### config.mk
export PLATFORM = sky130hd
export DESIGN_NAME = bba_ctrl
export DESIGN_NICKNAME = d
export VERILOG_FILES = /design/src/rtl/bba_pkg.sv /design/src/rtl/bba_ctrl.sv
export SDC_FILE = /design/constraint.sdc
export NUM_CORES = 1
export LEC_CHECK = 0
export ABC_AREA = 1
export BUFFER_PORTS_ARGS = -buffer_cell sky130_fd_sc_hd__buf_2
export CAP_MARGIN = 20
export CORE_AREA = 4 4 41 43
export CTS_CLUSTER_DIAMETER = 40
export DETAILED_ROUTE_END_ITERATION = 10
export DIE_AREA = 0 0 45 47
export GPL_TIMING_DRIVEN = 1
export MAX_ROUTING_LAYER = met4
export SLEW_MARGIN = 0
export SYNTH_ARGS = -nofsm -noshare
export SYNTH_HDL_FRONTEND = slang
export SYNTH_SLANG_ARGS = --single-unit
### constraint.sdc
create_clock -name clock -period 2.2 [get_ports clock]
set_input_delay 0.22 -clock clock [delete_from_list [all_inputs] [get_ports clock]]
set_output_delay 0.22 -clock clock [all_outputs]
set_load 0.01 [all_outputs]
### src/rtl/bba_pkg.sv
// Package for the bitmap block allocator: widths, request kinds, status codes,
// controller states and the command/status structs. No dependencies.
`default_nettype none
package bba_pkg;
   localparam int MapDepth    = 4096;
   localparam int SearchLimit = 256;
   localparam int IdxW        = $clog2(MapDepth);
   localparam int CntW        = IdxW + 1;

   typedef enum logic [2:0] {
      KIND_ALLOC = 3'd0, KIND_FREE = 3'd1, KIND_WVALID = 3'd2,
      KIND_QUERY = 3'd3, KIND_INIT = 3'd4
   } kind_type;

   typedef enum logic [1:0] {
      ST_OK = 2'd0, ST_FULL = 2'd1, ST_RANGE = 2'd2
   } status_type;

   typedef enum logic [2:0] {
      S_IDLE, S_INIT, S_PROBE, S_WAIT, S_ACCESS, S_DONE
   } state_type;

   typedef struct packed {
      logic load;
      logic clear;
      logic probe;
      logic access;
   } cmd_type;

   typedef struct packed {
      logic init_done;
      logic search_go;
      logic probe_end;
   } stat_type;
endpackage
`default_nettype wire

### src/rtl/bba_ctrl.sv
// Controller state machine of the bitmap block allocator.
// Depends on bba_pkg; drives the datapath through cmd_type, reads stat_type.
`default_nettype none
module bba_ctrl (
   input  wire logic            clock,
   input  wire logic            reset,
   input  wire logic            req_fire,
   input  wire logic [2:0]      req_kind,
   input  wire logic            rsp_fire,
   input  wire bba_pkg::stat_type stat,
   output bba_pkg::cmd_type     cmd,
   output logic                 busy,
   output logic                 rsp_ok
);
   import bba_pkg::*;
   state_type state_ff, state_in;

   always_ff @(posedge clock) begin
      if (reset) state_ff <= S_IDLE;
      else       state_ff <= state_in;
   end

   always_comb begin
      state_in = state_ff;
      case (state_ff)
         S_IDLE: begin
            if (req_fire) begin
               if (req_kind == KIND_INIT)       state_in = S_INIT;
               else if (req_kind == KIND_ALLOC) state_in = S_WAIT;
               else                             state_in = S_ACCESS;
            end
         end
         S_INIT:   if (stat.init_done) state_in = S_ACCESS;
         S_WAIT:   state_in = stat.search_go ? S_PROBE : S_ACCESS;
         S_PROBE:  if (stat.probe_end) state_in = S_ACCESS;
         S_ACCESS: state_in = S_DONE;
         S_DONE:   if (rsp_fire) state_in = S_IDLE;
         default:  state_in = S_IDLE;
      endcase
   end

   always_comb begin
      cmd = '0;
      cmd.load   = (state_ff == S_IDLE) && req_fire;
      cmd.clear  = (state_ff == S_INIT);
      cmd.probe  = (state_ff == S_PROBE);
      cmd.access = (state_ff == S_ACCESS);
      busy   = (state_ff != S_IDLE);
      rsp_ok = (state_ff == S_DONE);
   end
endmodule
`default_nettype wire

==> flow_metrics.env, run 1 <==
export IMPL_status="complete, no violations"
export IMPL_cts_setup_buffers=0
export IMPL_regMostFlops="state_ff"
export IMPL_synth_xor_area_share_pct=0
export IMPL_grt_overflow_total=0
export IMPL_reg_top3="state_ff x3"
export IMPL_synth_seq_cells=3
export IMPL_grt_max_degree=11
export IMPL_synth_async_sr_flop_share_pct=0
export IMPL_antenna_found_initial=0
export IMPL_hold_buffers=0
export IMPL_slew_limit_headroom_pct=76.1
export IMPL_tns_ns=0
export IMPL_final_max_slew_violation_count=0
export IMPL_yosys_area_share_simple_pct=57.1
export IMPL_synth_warning_count=0
export IMPL_synth_compound_area_share_pct=7.08
export IMPL_rsz0062_at_grt="false"
export IMPL_grt_first_pass_wirelength_um=986
export IMPL_worstPathMaxFanout=10
export IMPL_synthFlopType="dfxtp_1"
export IMPL_critPathArrivalTime_ns=1.15
export IMPL_grt_pass1_vias=265
export IMPL_ios=16
export IMPL_post_cts_resize_count=0
export IMPL_die_area_um2=2120
export IMPL_period_needed_ns=1.37
export IMPL_hold_viol=0
export IMPL_total_power_w=0.000515
export IMPL_fmax_ghz=0.732
export IMPL_die_x_um=45
export IMPL_antenna_cells=0
export IMPL_rows=13
export IMPL_clk_path_buf_depth=2
export IMPL_synth_top_family_by_area="simple AND/OR/NAND/NOR gates"
export IMPL_wl_per_cell_um=8.49
export IMPL_synthToLayoutAreaGrowth_pct=38.5
export IMPL_hold_class="primary input to flip-flop"
export IMPL_r2r_setup_slack_ns=0.99
export IMPL_finalWirelength_um=688
export IMPL_cap_violations=0
export IMPL_cts_htree_levels=1
export IMPL_viasPerCell=4.25
export IMPL_place_port_buffers=15
export IMPL_worst_pin_slew_ns=0.359
export IMPL_yosysMostFrequentCell="nand2_1"
export IMPL_irDropWorstVdd_mv=0.425
export IMPL_fin_nets=77
export IMPL_synth_fa_ha_area_share_pct=0
export IMPL_period_share_pct=62.1
export IMPL_globalplace_congestion=0.772
export IMPL_hpwl_um=577
export IMPL_grt_usage_pct=6.60
export IMPL_ys_top_cells_by_count="11 x nand2_1, 9 x nor2_1, 5 x inv_1"
export IMPL_largest_reg_flops=3
export IMPL_drive_above_1_share_pct=37.9
export IMPL_fin_skew_ns=0.00408
export IMPL_drc=0
export IMPL_core_area_um2=1300
export IMPL_setup_viol=0
export IMPL_yosysTopAreaCellShare_pct=21.2
export IMPL_vias=344
export IMPL_clkSlewWorstSetupHoldPaths_ns=0.04
export IMPL_ys_seq_area_share_pct=21.2
export IMPL_p_per_area_nw_per_um2=1310
export IMPL_clock_root_buffer="clkbuf_4"
export IMPL_hold_slack_ns=0.177
export IMPL_syn_area_um2=283
export IMPL_drt_iter0_drc=6
export IMPL_netlist_top_cell_by_area="dfxtp_1"
export IMPL_synth_mux_area_share_pct=0
export IMPL_synth_cell_types=19
export IMPL_cts_inserted_buffers=3
export IMPL_syn_nets=58
export IMPL_worstSetupPathType="flip-flop to primary output"
export IMPL_synth_area_leaders="dfxtp_1 21%, nand2_1 15%, nor2_1 12%"
export IMPL_fp_dieH_um=47
export IMPL_clock_sinks=3
export IMPL_clock_latency_ns=0.24
export IMPL_synthCells=48
export IMPL_endpoint_kind="primary output"
export IMPL_initial_core_util_pct=21.7
export IMPL_worstPathRequired_ns=1.98
export IMPL_avgSynthCellArea_um2=5.89
export IMPL_ant_nets=0
export IMPL_firstDrtPassIters=4
export IMPL_leakage_nw=0.241
export IMPL_synth_edf_count=0
export IMPL_critPathLaunchType="flip-flop"
export IMPL_cts_tree="done"
per-layer routing:
| metal | GRT usage, % | wire length, um | up-vias |
|---|---|---|---|
| li1 | - | - | 186 |
| met1 | 6.79 | 294 | 138 |
| met2 | 11.0 | 292 | 17 |
| met3 | 2.30 | 90 | 3 |
| met4 | 3.51 | 11 | 0 |
| met5 | - | 0 | - |
power by group:
group          switching [W]  internal, W   total, W
sequential         0.0000451    0.0000758   0.000121
clock              0.0000302    0.0000680  0.0000982
combinational       0.000177     0.000118   0.000296
metrics by stage:
step	setup slack [ns]	cells	util, %	area (um2)
CTS	0.818	81	30.1	392
global placement	1.01	77	28.1	365
finish	0.835	81	30.1	392
global route	0.712	81	30.1	392
floorplan	1.13	48	-	283
detailed placement	0.973	77	28.1	365
critical path, stage by stage, from the launching register on:
cell	delay, ns
dfxtp_1	0.40
nor2_2	0.22
nand2_2	0.08
nor2_1	0.08
buf_2	0.13
kinds of logic (layout without fill, tap and decap cells):
group           after synthesis  in the layout
simple gates                 32             32
buf+inv                       9             27
compound gates                4              4
flops                         3              3
final cells by class:
class | count | area, um2
Multi-Input combinational cell | 36 | 181
Tap cell | 15 | 18.8
Fill cell | 155 | 910
Sequential cell | 3 | 60.1
Clock buffer | 4 | 26.3
Inverter | 8 | 30.0
Timing Repair Buffer | 15 | 75.1
cell usage in the layout (no fill, tap or decap), drive strengths merged:
cell type and count:
nand4 3, buf 15, clkbuf 4, clkinv 1, nand2 12, inv 7
dfxtp 3, nand3 3, o21ai 2, nor2 11, nor3 2, nand3b 1
a21oi 2
final timing paths:
check,startpoint,end,cells past startpoint
worst max-delay path,state_ff[0],cmd[3],4
worst min-delay path,reset,state_ff[1],2
worst max register to register,state_ff[0],state_ff[2],6
worst min register to register,state_ff[2],state_ff[2],2
(Power assumes the default switching activity.)
==> run 2, diff against run 1 <==
--- a/config.mk
+++ b/config.mk
@@ -5,7 +5,7 @@
 export SDC_FILE = /design/constraint.sdc
 export NUM_CORES = 1
 export LEC_CHECK = 0
-export ABC_AREA = 1
+export ABC_AREA = 0
 export BUFFER_PORTS_ARGS = -buffer_cell sky130_fd_sc_hd__buf_2
 export CAP_MARGIN = 20
 export CORE_AREA = 4 4 41 43
==> constraint.sdc (replaced) <==
create_clock -name clock -period 1.1 [get_ports clock]
set_input_delay 0.11 -clock clock [delete_from_list [all_inputs] [get_ports clock]]
set_output_delay 0.11 -clock clock [all_outputs]
set_load 0.01 [all_outputs]
==> flow_metrics.env, run 2 <==
export IMPL_firstDrtPassIters=2
export IMPL_regMostFlops="state_ff"
export IMPL_r2r_setup_slack_ns=-0.12
export IMPL_critPathCapture="state_ff[1]"
export IMPL_worstPathCellList="or4_4, a41oi_2, nor3_1"
export IMPL_largest_reg_flops=3
export IMPL_hold_class="primary input to flip-flop"
export IMPL_reg_top3="state_ff x3"
export IMPL_final_max_slew_violation_count=0
export IMPL_rsz0062_at_grt="true"
export IMPL_globalplace_congestion=0.787
export IMPL_hold_depth=2
export IMPL_fp_dieH_um=47
export IMPL_vias=356
export IMPL_critPathMaxStageDelay_ns=0.54
export IMPL_ys_top_cells_by_count="4 x nor3_1, 4 x nor3b_1, 3 x dfxtp_1"
export IMPL_cts_htree_levels=1
export IMPL_yosys_area_share_simple_pct=52.1
export IMPL_synth_async_sr_flop_share_pct=0
export IMPL_antenna_found_initial=0
export IMPL_setup_viol=8
export IMPL_grt_max_degree=9
export IMPL_synth_xor_area_share_pct=0
export IMPL_tns_ns=-0.682
export IMPL_clk_path_buf_depth=2
export IMPL_drive_above_1_share_pct=68.4
export IMPL_fin_util_pct=40.0
export IMPL_ant_nets=0
export IMPL_wl_per_cell_um=12.9
export IMPL_post_place_cells=68
export IMPL_synth_edf_count=0
export IMPL_place_port_buffers=15
export IMPL_avgSynthCellArea_um2=9.46
export IMPL_synthToLayoutAreaGrowth_pct=61.9
export IMPL_cpMaxStageDelayCell="or4_4"
export IMPL_core_area_um2=1300
export IMPL_finalWirelength_um=931
export IMPL_grt_overflow_total=0
export IMPL_synth_cell_types=25
export IMPL_irDropWorstVdd_mv=0.521
export IMPL_drt_iter0_drc=6
export IMPL_synth_top_family_by_area="simple AND/OR/NAND/NOR gates"
export IMPL_die_x_um=45
export IMPL_critPathArrivalTime_ns=1.34
export IMPL_hold_viol=0
export IMPL_leakage_nw=0.239
export IMPL_clkSlewWorstSetupHoldPaths_ns=0.04
export IMPL_cp_top_family="simple AND/OR/NAND/NOR gates"
export IMPL_worstPathMaxFanout=4
export IMPL_rows=13
export IMPL_viasPerCell=4.94
export IMPL_syn_nets=44
export IMPL_antenna_cells=0
export IMPL_r2r_start="state_ff[2]"
export IMPL_ios=16
export IMPL_rr_endpoint="state_ff[1]"
export IMPL_failed_checks="negative setup slack"
export IMPL_synth_seq_cells=3
export IMPL_netlist_top_cell_by_area="dfxtp_1"
export IMPL_grt_first_pass_wirelength_um=1470
export IMPL_cap_violations=0
export IMPL_final_cells=72
export IMPL_drc=0
export IMPL_ys_seq_area_share_pct=18.7
export IMPL_grt_usage_pct=10.4
export IMPL_worstPathRequired_ns=1.22
export IMPL_yosysTopAreaCellShare_pct=18.7
export IMPL_cp_depth=3
export IMPL_slew_limit_headroom_pct=83.0
export IMPL_cts_inserted_buffers=3
export IMPL_cts_tree="done"
export IMPL_fin_skew_ns=0.00519
export IMPL_synth_warning_count=0
export IMPL_worst_pin_slew_ns=0.253
export IMPL_status="finished, violations left"
export IMPL_syn_area_um2=322
export IMPL_hpwl_um=669
export IMPL_synth_mux_area_share_pct=0
export IMPL_setup_ws_ns=-0.118
export IMPL_worstSetupPathType="flip-flop to flip-flop"
export IMPL_synth_compound_area_share_pct=20.6
export IMPL_nFillCells=144
export IMPL_p_per_area_nw_per_um2=1230
export IMPL_final_common_cell="buf_2"
export IMPL_endpoint_kind="flip-flop"
export IMPL_critPathLaunchType="flip-flop"
export IMPL_clock_sinks=3
export IMPL_final_cell_mix="15 x buf_2, 5 x buf_4, 4 x nor3b_2"
export IMPL_synth_fa_ha_area_share_pct=0
export IMPL_clock_root_buffer="clkbuf_4"
export IMPL_dpl_worst_slack_ns=-0.0903
export IMPL_initial_core_util_pct=24.7
export IMPL_period_share_pct=111
export IMPL_synth_area_leaders="dfxtp_1 19%, nor3b_1 9.3%, nor4b_4 7.4%"
export IMPL_path_buf_inv=0
export IMPL_grt_pass1_vias=362
export IMPL_die_area_um2=2120
export IMPL_clock_latency_ns=0.24
export IMPL_ff2ff_path_depth=3
export IMPL_period_needed_ns=1.22
export IMPL_synthCells=34
export IMPL_fmax_ghz=0.821
export IMPL_synthFlopType="dfxtp_1"
export IMPL_fin_nets=68
export IMPL_critPathLaunch="state_ff[2]"
run 2: worst min-delay path by stage:
| stage | startpoint | endpoint | slack (ns) |
|---|---|---|---|
| after global routing | reset | state_ff[0] | 0.1 |
| after global placement | reset | state_ff[0] | 0.35 |
| final | reset | state_ff[1] | 0.10 |
| after CTS | reset | state_ff[1] | 0.09 |
| after detailed placement | reset | state_ff[0] | 0.34 |
| after floorplan | reset | state_ff[0] | 0.18 |
run 2: layout make-up:
type | instances | area [um2] | area share, %
multi-input combinational | 27 | 265 | 51.0
inverter | 1 | 3.75 | 0.721
clock buffer | 4 | 26.3 | 5.05
timing repair buffer | 22 | 135 | 26.0
sequential | 3 | 71.3 | 13.7
tap | 15 | 18.8 | 3.61
run 2: worst register-to-register path: stages, from the launching register on:
cell,delay (ns)
dfxtp_4,0.36
or4_4,0.54
a41oi_2,0.14
nor3_1,0.06
run 2: per-stage QoR:
stage	area (um2)	total power (W)	hold slack [ns]
final	520	0.000640	0.102
after global routing	520	0.000697	0.0958
after CTS	505	0.000643	0.0944
after detailed placement	450	0.000411	0.343
after global placement	450	0.000410	0.352
after floorplan	328	0.000296	0.179
run 2: logic make-up (layout without fill, tap and decap cells):
logic type | Yosys count | count (layout)
AO/OA/AOI/OAI | 6 | 6
AND/OR/NAND/NOR | 21 | 21
flip-flops | 3 | 3
buffers and inverters | 4 | 27
run 2: routing by layer:
layer / share of wire, % / wire length, um / track usage [%] / vias up
li1: - / - / - / 179
met1: 39 / 364 / 10.0 / 161
met2: 50 / 467 / 17.2 / 12
met3: 5.2 / 48 / 2.68 / 4
met4: 5.4 / 50 / 9.36 / 0
met5: 0 / 0 / - / -
run 2: timing repair:
action,in CTS,in global routing
hold buffers,0,0
setup buffers,1,0
resized for setup,7,5
pin swaps,1,1
setup endpoints to repair,8,9
run 2: power by group:
part | switching, W | internal [W] | leakage [nW]
sequential | 0.0000305 | 0.000126 | 0.0267
combinational | 0.000129 | 0.000155 | 0.197
clock | 0.0000631 | 0.000136 | 0.0150
==> run 3, diff against run 2 <==
--- a/config.mk
+++ b/config.mk
@@ -5,7 +5,7 @@
 export SDC_FILE = /design/constraint.sdc
 export NUM_CORES = 1
 export LEC_CHECK = 0
-export ABC_AREA = 0
+export ABC_AREA = 1
 export BUFFER_PORTS_ARGS = -buffer_cell sky130_fd_sc_hd__buf_2
 export CAP_MARGIN = 20
 export CORE_AREA = 4 4 41 43
==> flow_metrics.env, run 3 (synthesis results as in run 1) <==
export IMPL_status="finished, violations left"
export IMPL_failed_checks="negative setup slack"
export IMPL_drt_iter0_drc=4
export IMPL_ios=16
export IMPL_fin_nets=84
export IMPL_grt_use_met1_pct=10.2
export IMPL_grt_first_pass_wirelength_um=1350
export IMPL_ant_nets=0
export IMPL_finalWirelength_um=832
export IMPL_synthToLayoutAreaGrowth_pct=77.4
export IMPL_setup_viol=3
export IMPL_final_common_cell="buf_2"
export IMPL_r2r_setup_slack_ns=0.03
export IMPL_irDropWorstVdd_mv=0.995
export IMPL_path_buf_inv=2
export IMPL_clock_root_buffer="clkbuf_4"
export IMPL_worstSetupPathType="flip-flop to primary output"
export IMPL_period_needed_ns=1.15
export IMPL_r2r_start="state_ff[0]"
export IMPL_critPathCapture="cmd[0]"
export IMPL_worstPathCellList="buf_6, nor3_4, buf_2"
export IMPL_die_x_um=45
export IMPL_critPathLaunchType="flip-flop"
export IMPL_critPathLaunch="state_ff[1]"
export IMPL_initial_core_util_pct=21.7
export IMPL_fin_skew_ns=0.00363
export IMPL_cts_htree_levels=1
export IMPL_fp_dieH_um=47
export IMPL_grt_pass1_vias=332
export IMPL_clock_sinks=3
export IMPL_cpMaxStageDelayCell="dfxtp_4"
export IMPL_placed_area_um2=395
export IMPL_globalplace_congestion=0.780
export IMPL_total_power_w=0.00135
export IMPL_post_place_cells=81
export IMPL_core_area_um2=1300
export IMPL_ff2ff_path_depth=7
export IMPL_antenna_cells=0
export IMPL_hold_viol=0
export IMPL_cap_violations=0
export IMPL_drc=0
export IMPL_netSwitchingPower_w=0.000613
export IMPL_fin_util_pct=38.6
export IMPL_viasPerCell=4.18
export IMPL_clkSlewWorstSetupHoldPaths_ns=0.04
export IMPL_fmax_ghz=0.873
export IMPL_nFillCells=155
export IMPL_die_area_um2=2120
export IMPL_final_cell_mix="15 x buf_2, 9 x nand2_1, 8 x nor2_1"
export IMPL_power_frac_seq_pct=19.9
export IMPL_p_per_area_nw_per_um2=2700
export IMPL_clk_path_buf_depth=2
export IMPL_final_max_slew_violation_count=0
export IMPL_cts_inserted_buffers=3
export IMPL_grt_usage_pct=9.29
export IMPL_worstPathRequired_ns=0.99
export IMPL_largest_reg_flops=3
export IMPL_met2_usage_pct=14.7
export IMPL_place_port_buffers=15
export IMPL_firstDrtPassIters=2
export IMPL_drive_above_1_share_pct=53.4
export IMPL_reg_top3="state_ff x3"
export IMPL_hold_class="primary input to flip-flop"
export IMPL_worst_pin_slew_ns=0.163
export IMPL_p_sw_share_pct=45.4
export IMPL_grt_overflow_total=0
export IMPL_met3_usage_pct=2.68
export IMPL_cts_tree="done"
export IMPL_wl_per_cell_um=9.45
export IMPL_grt_busiest_layer="met2"
export IMPL_rr_endpoint="state_ff[0]"
export IMPL_final_area_um2=502
export IMPL_critPathArrivalTime_ns=1.04
export IMPL_rows=13
export IMPL_cp_depth=3
export IMPL_final_cells=88
export IMPL_setup_ws_ns=-0.0453
export IMPL_rsz0062_at_grt="true"
export IMPL_antenna_found_initial=0
export IMPL_hpwl_um=604
export IMPL_hold_buffers=0
export IMPL_slew_limit_headroom_pct=89.0
export IMPL_regMostFlops="state_ff"
export IMPL_vias=368
export IMPL_intPower_w=0.000739
export IMPL_period_share_pct=104
export IMPL_clock_latency_ns=0.23
export IMPL_cp_top_family="flip-flops"
export IMPL_grt_max_degree=9
export IMPL_leakage_nw=0.269
export IMPL_power_frac_comb_pct=66.0
export IMPL_endpoint_kind="primary output"
export IMPL_dpl_worst_slack_ns=-0.0203
export IMPL_worstPathMaxFanout=7
export IMPL_clkPwrFrac_pct=14.1
export IMPL_critPathMaxStageDelay_ns=0.36
==> run 3: cell type report <==
cell class / count / area, um2 / area share, %
inverter: 8 / 32.5 / 6.48
multi-input combinational: 36 / 218 / 43.4
clock buffer: 4 / 26.3 / 5.24
tap: 15 / 18.8 / 3.74
timing repair buffer: 22 / 135 / 26.9
sequential: 3 / 71.3 / 14.2
==> run 3: routing by layer <==
layer | vias up | wire [um] | part of all wire [%]
li1 | 204 | - | -
met1 | 153 | 357 | 43
met2 | 11 | 424 | 51
met3 | 0 | 50 | 6.0
met4 | 0 | 0 | 0
met5 | - | 0 | 0
==> run 3: power groups by stage <==
stage	sequential (W)	combinational [W]	clock, W
2_1_floorplan	0.000189	0.000513	0
3_3_place_gp	0.000218	0.000700	0
3_5_place_dp	0.000218	0.000703	0
4_1_cts	0.000244	0.000789	0.000198
5_1_grt	0.000278	0.000990	0.000214
6_report	0.000269	0.000893	0.000190
==> run 3: how the worst min path moves through the flow <==
stage | start | endpoint | slack [ns] | cells after the start
2_1_floorplan | reset | state_ff[1] | 0.18 | 1
3_3_place_gp | reset | state_ff[1] | 0.30 | 2
3_5_place_dp | reset | state_ff[1] | 0.30 | 2
4_1_cts | reset | state_ff[1] | 0.05 | 2
5_1_grt | reset | state_ff[2] | 0.06 | 2
6_report | reset | state_ff[1] | 0.06 | 2
==> run 3: what timing repair did <==
item	CTS	global route
pin swaps	1	4
gates cloned	0	0
endpoints found under the setup margin	9	9
buffers inserted	1	2
resized for setup	10	7
==> run 3: worst reg2reg max path, stage by stage (launching register included) <==
cell and delay (ns):
dfxtp_4 0.36, buf_6 0.13, nand4_1 0.11, nand2_2 0.08
nor2_4 0.14, nand2_1 0.06, nand2_1 0.05, nor2_1 0.03
==> run 3: through the flow <==
stage | hold WS, ns | setup TNS, ns
6_report | 0.0558 | -0.0679
5_1_grt | 0.0561 | -0.526
4_1_cts | 0.0490 | -0.0907
3_5_place_dp | 0.304 | -0.0384
3_3_place_gp | 0.304 | -0.0121
2_1_floorplan | 0.179 | 0
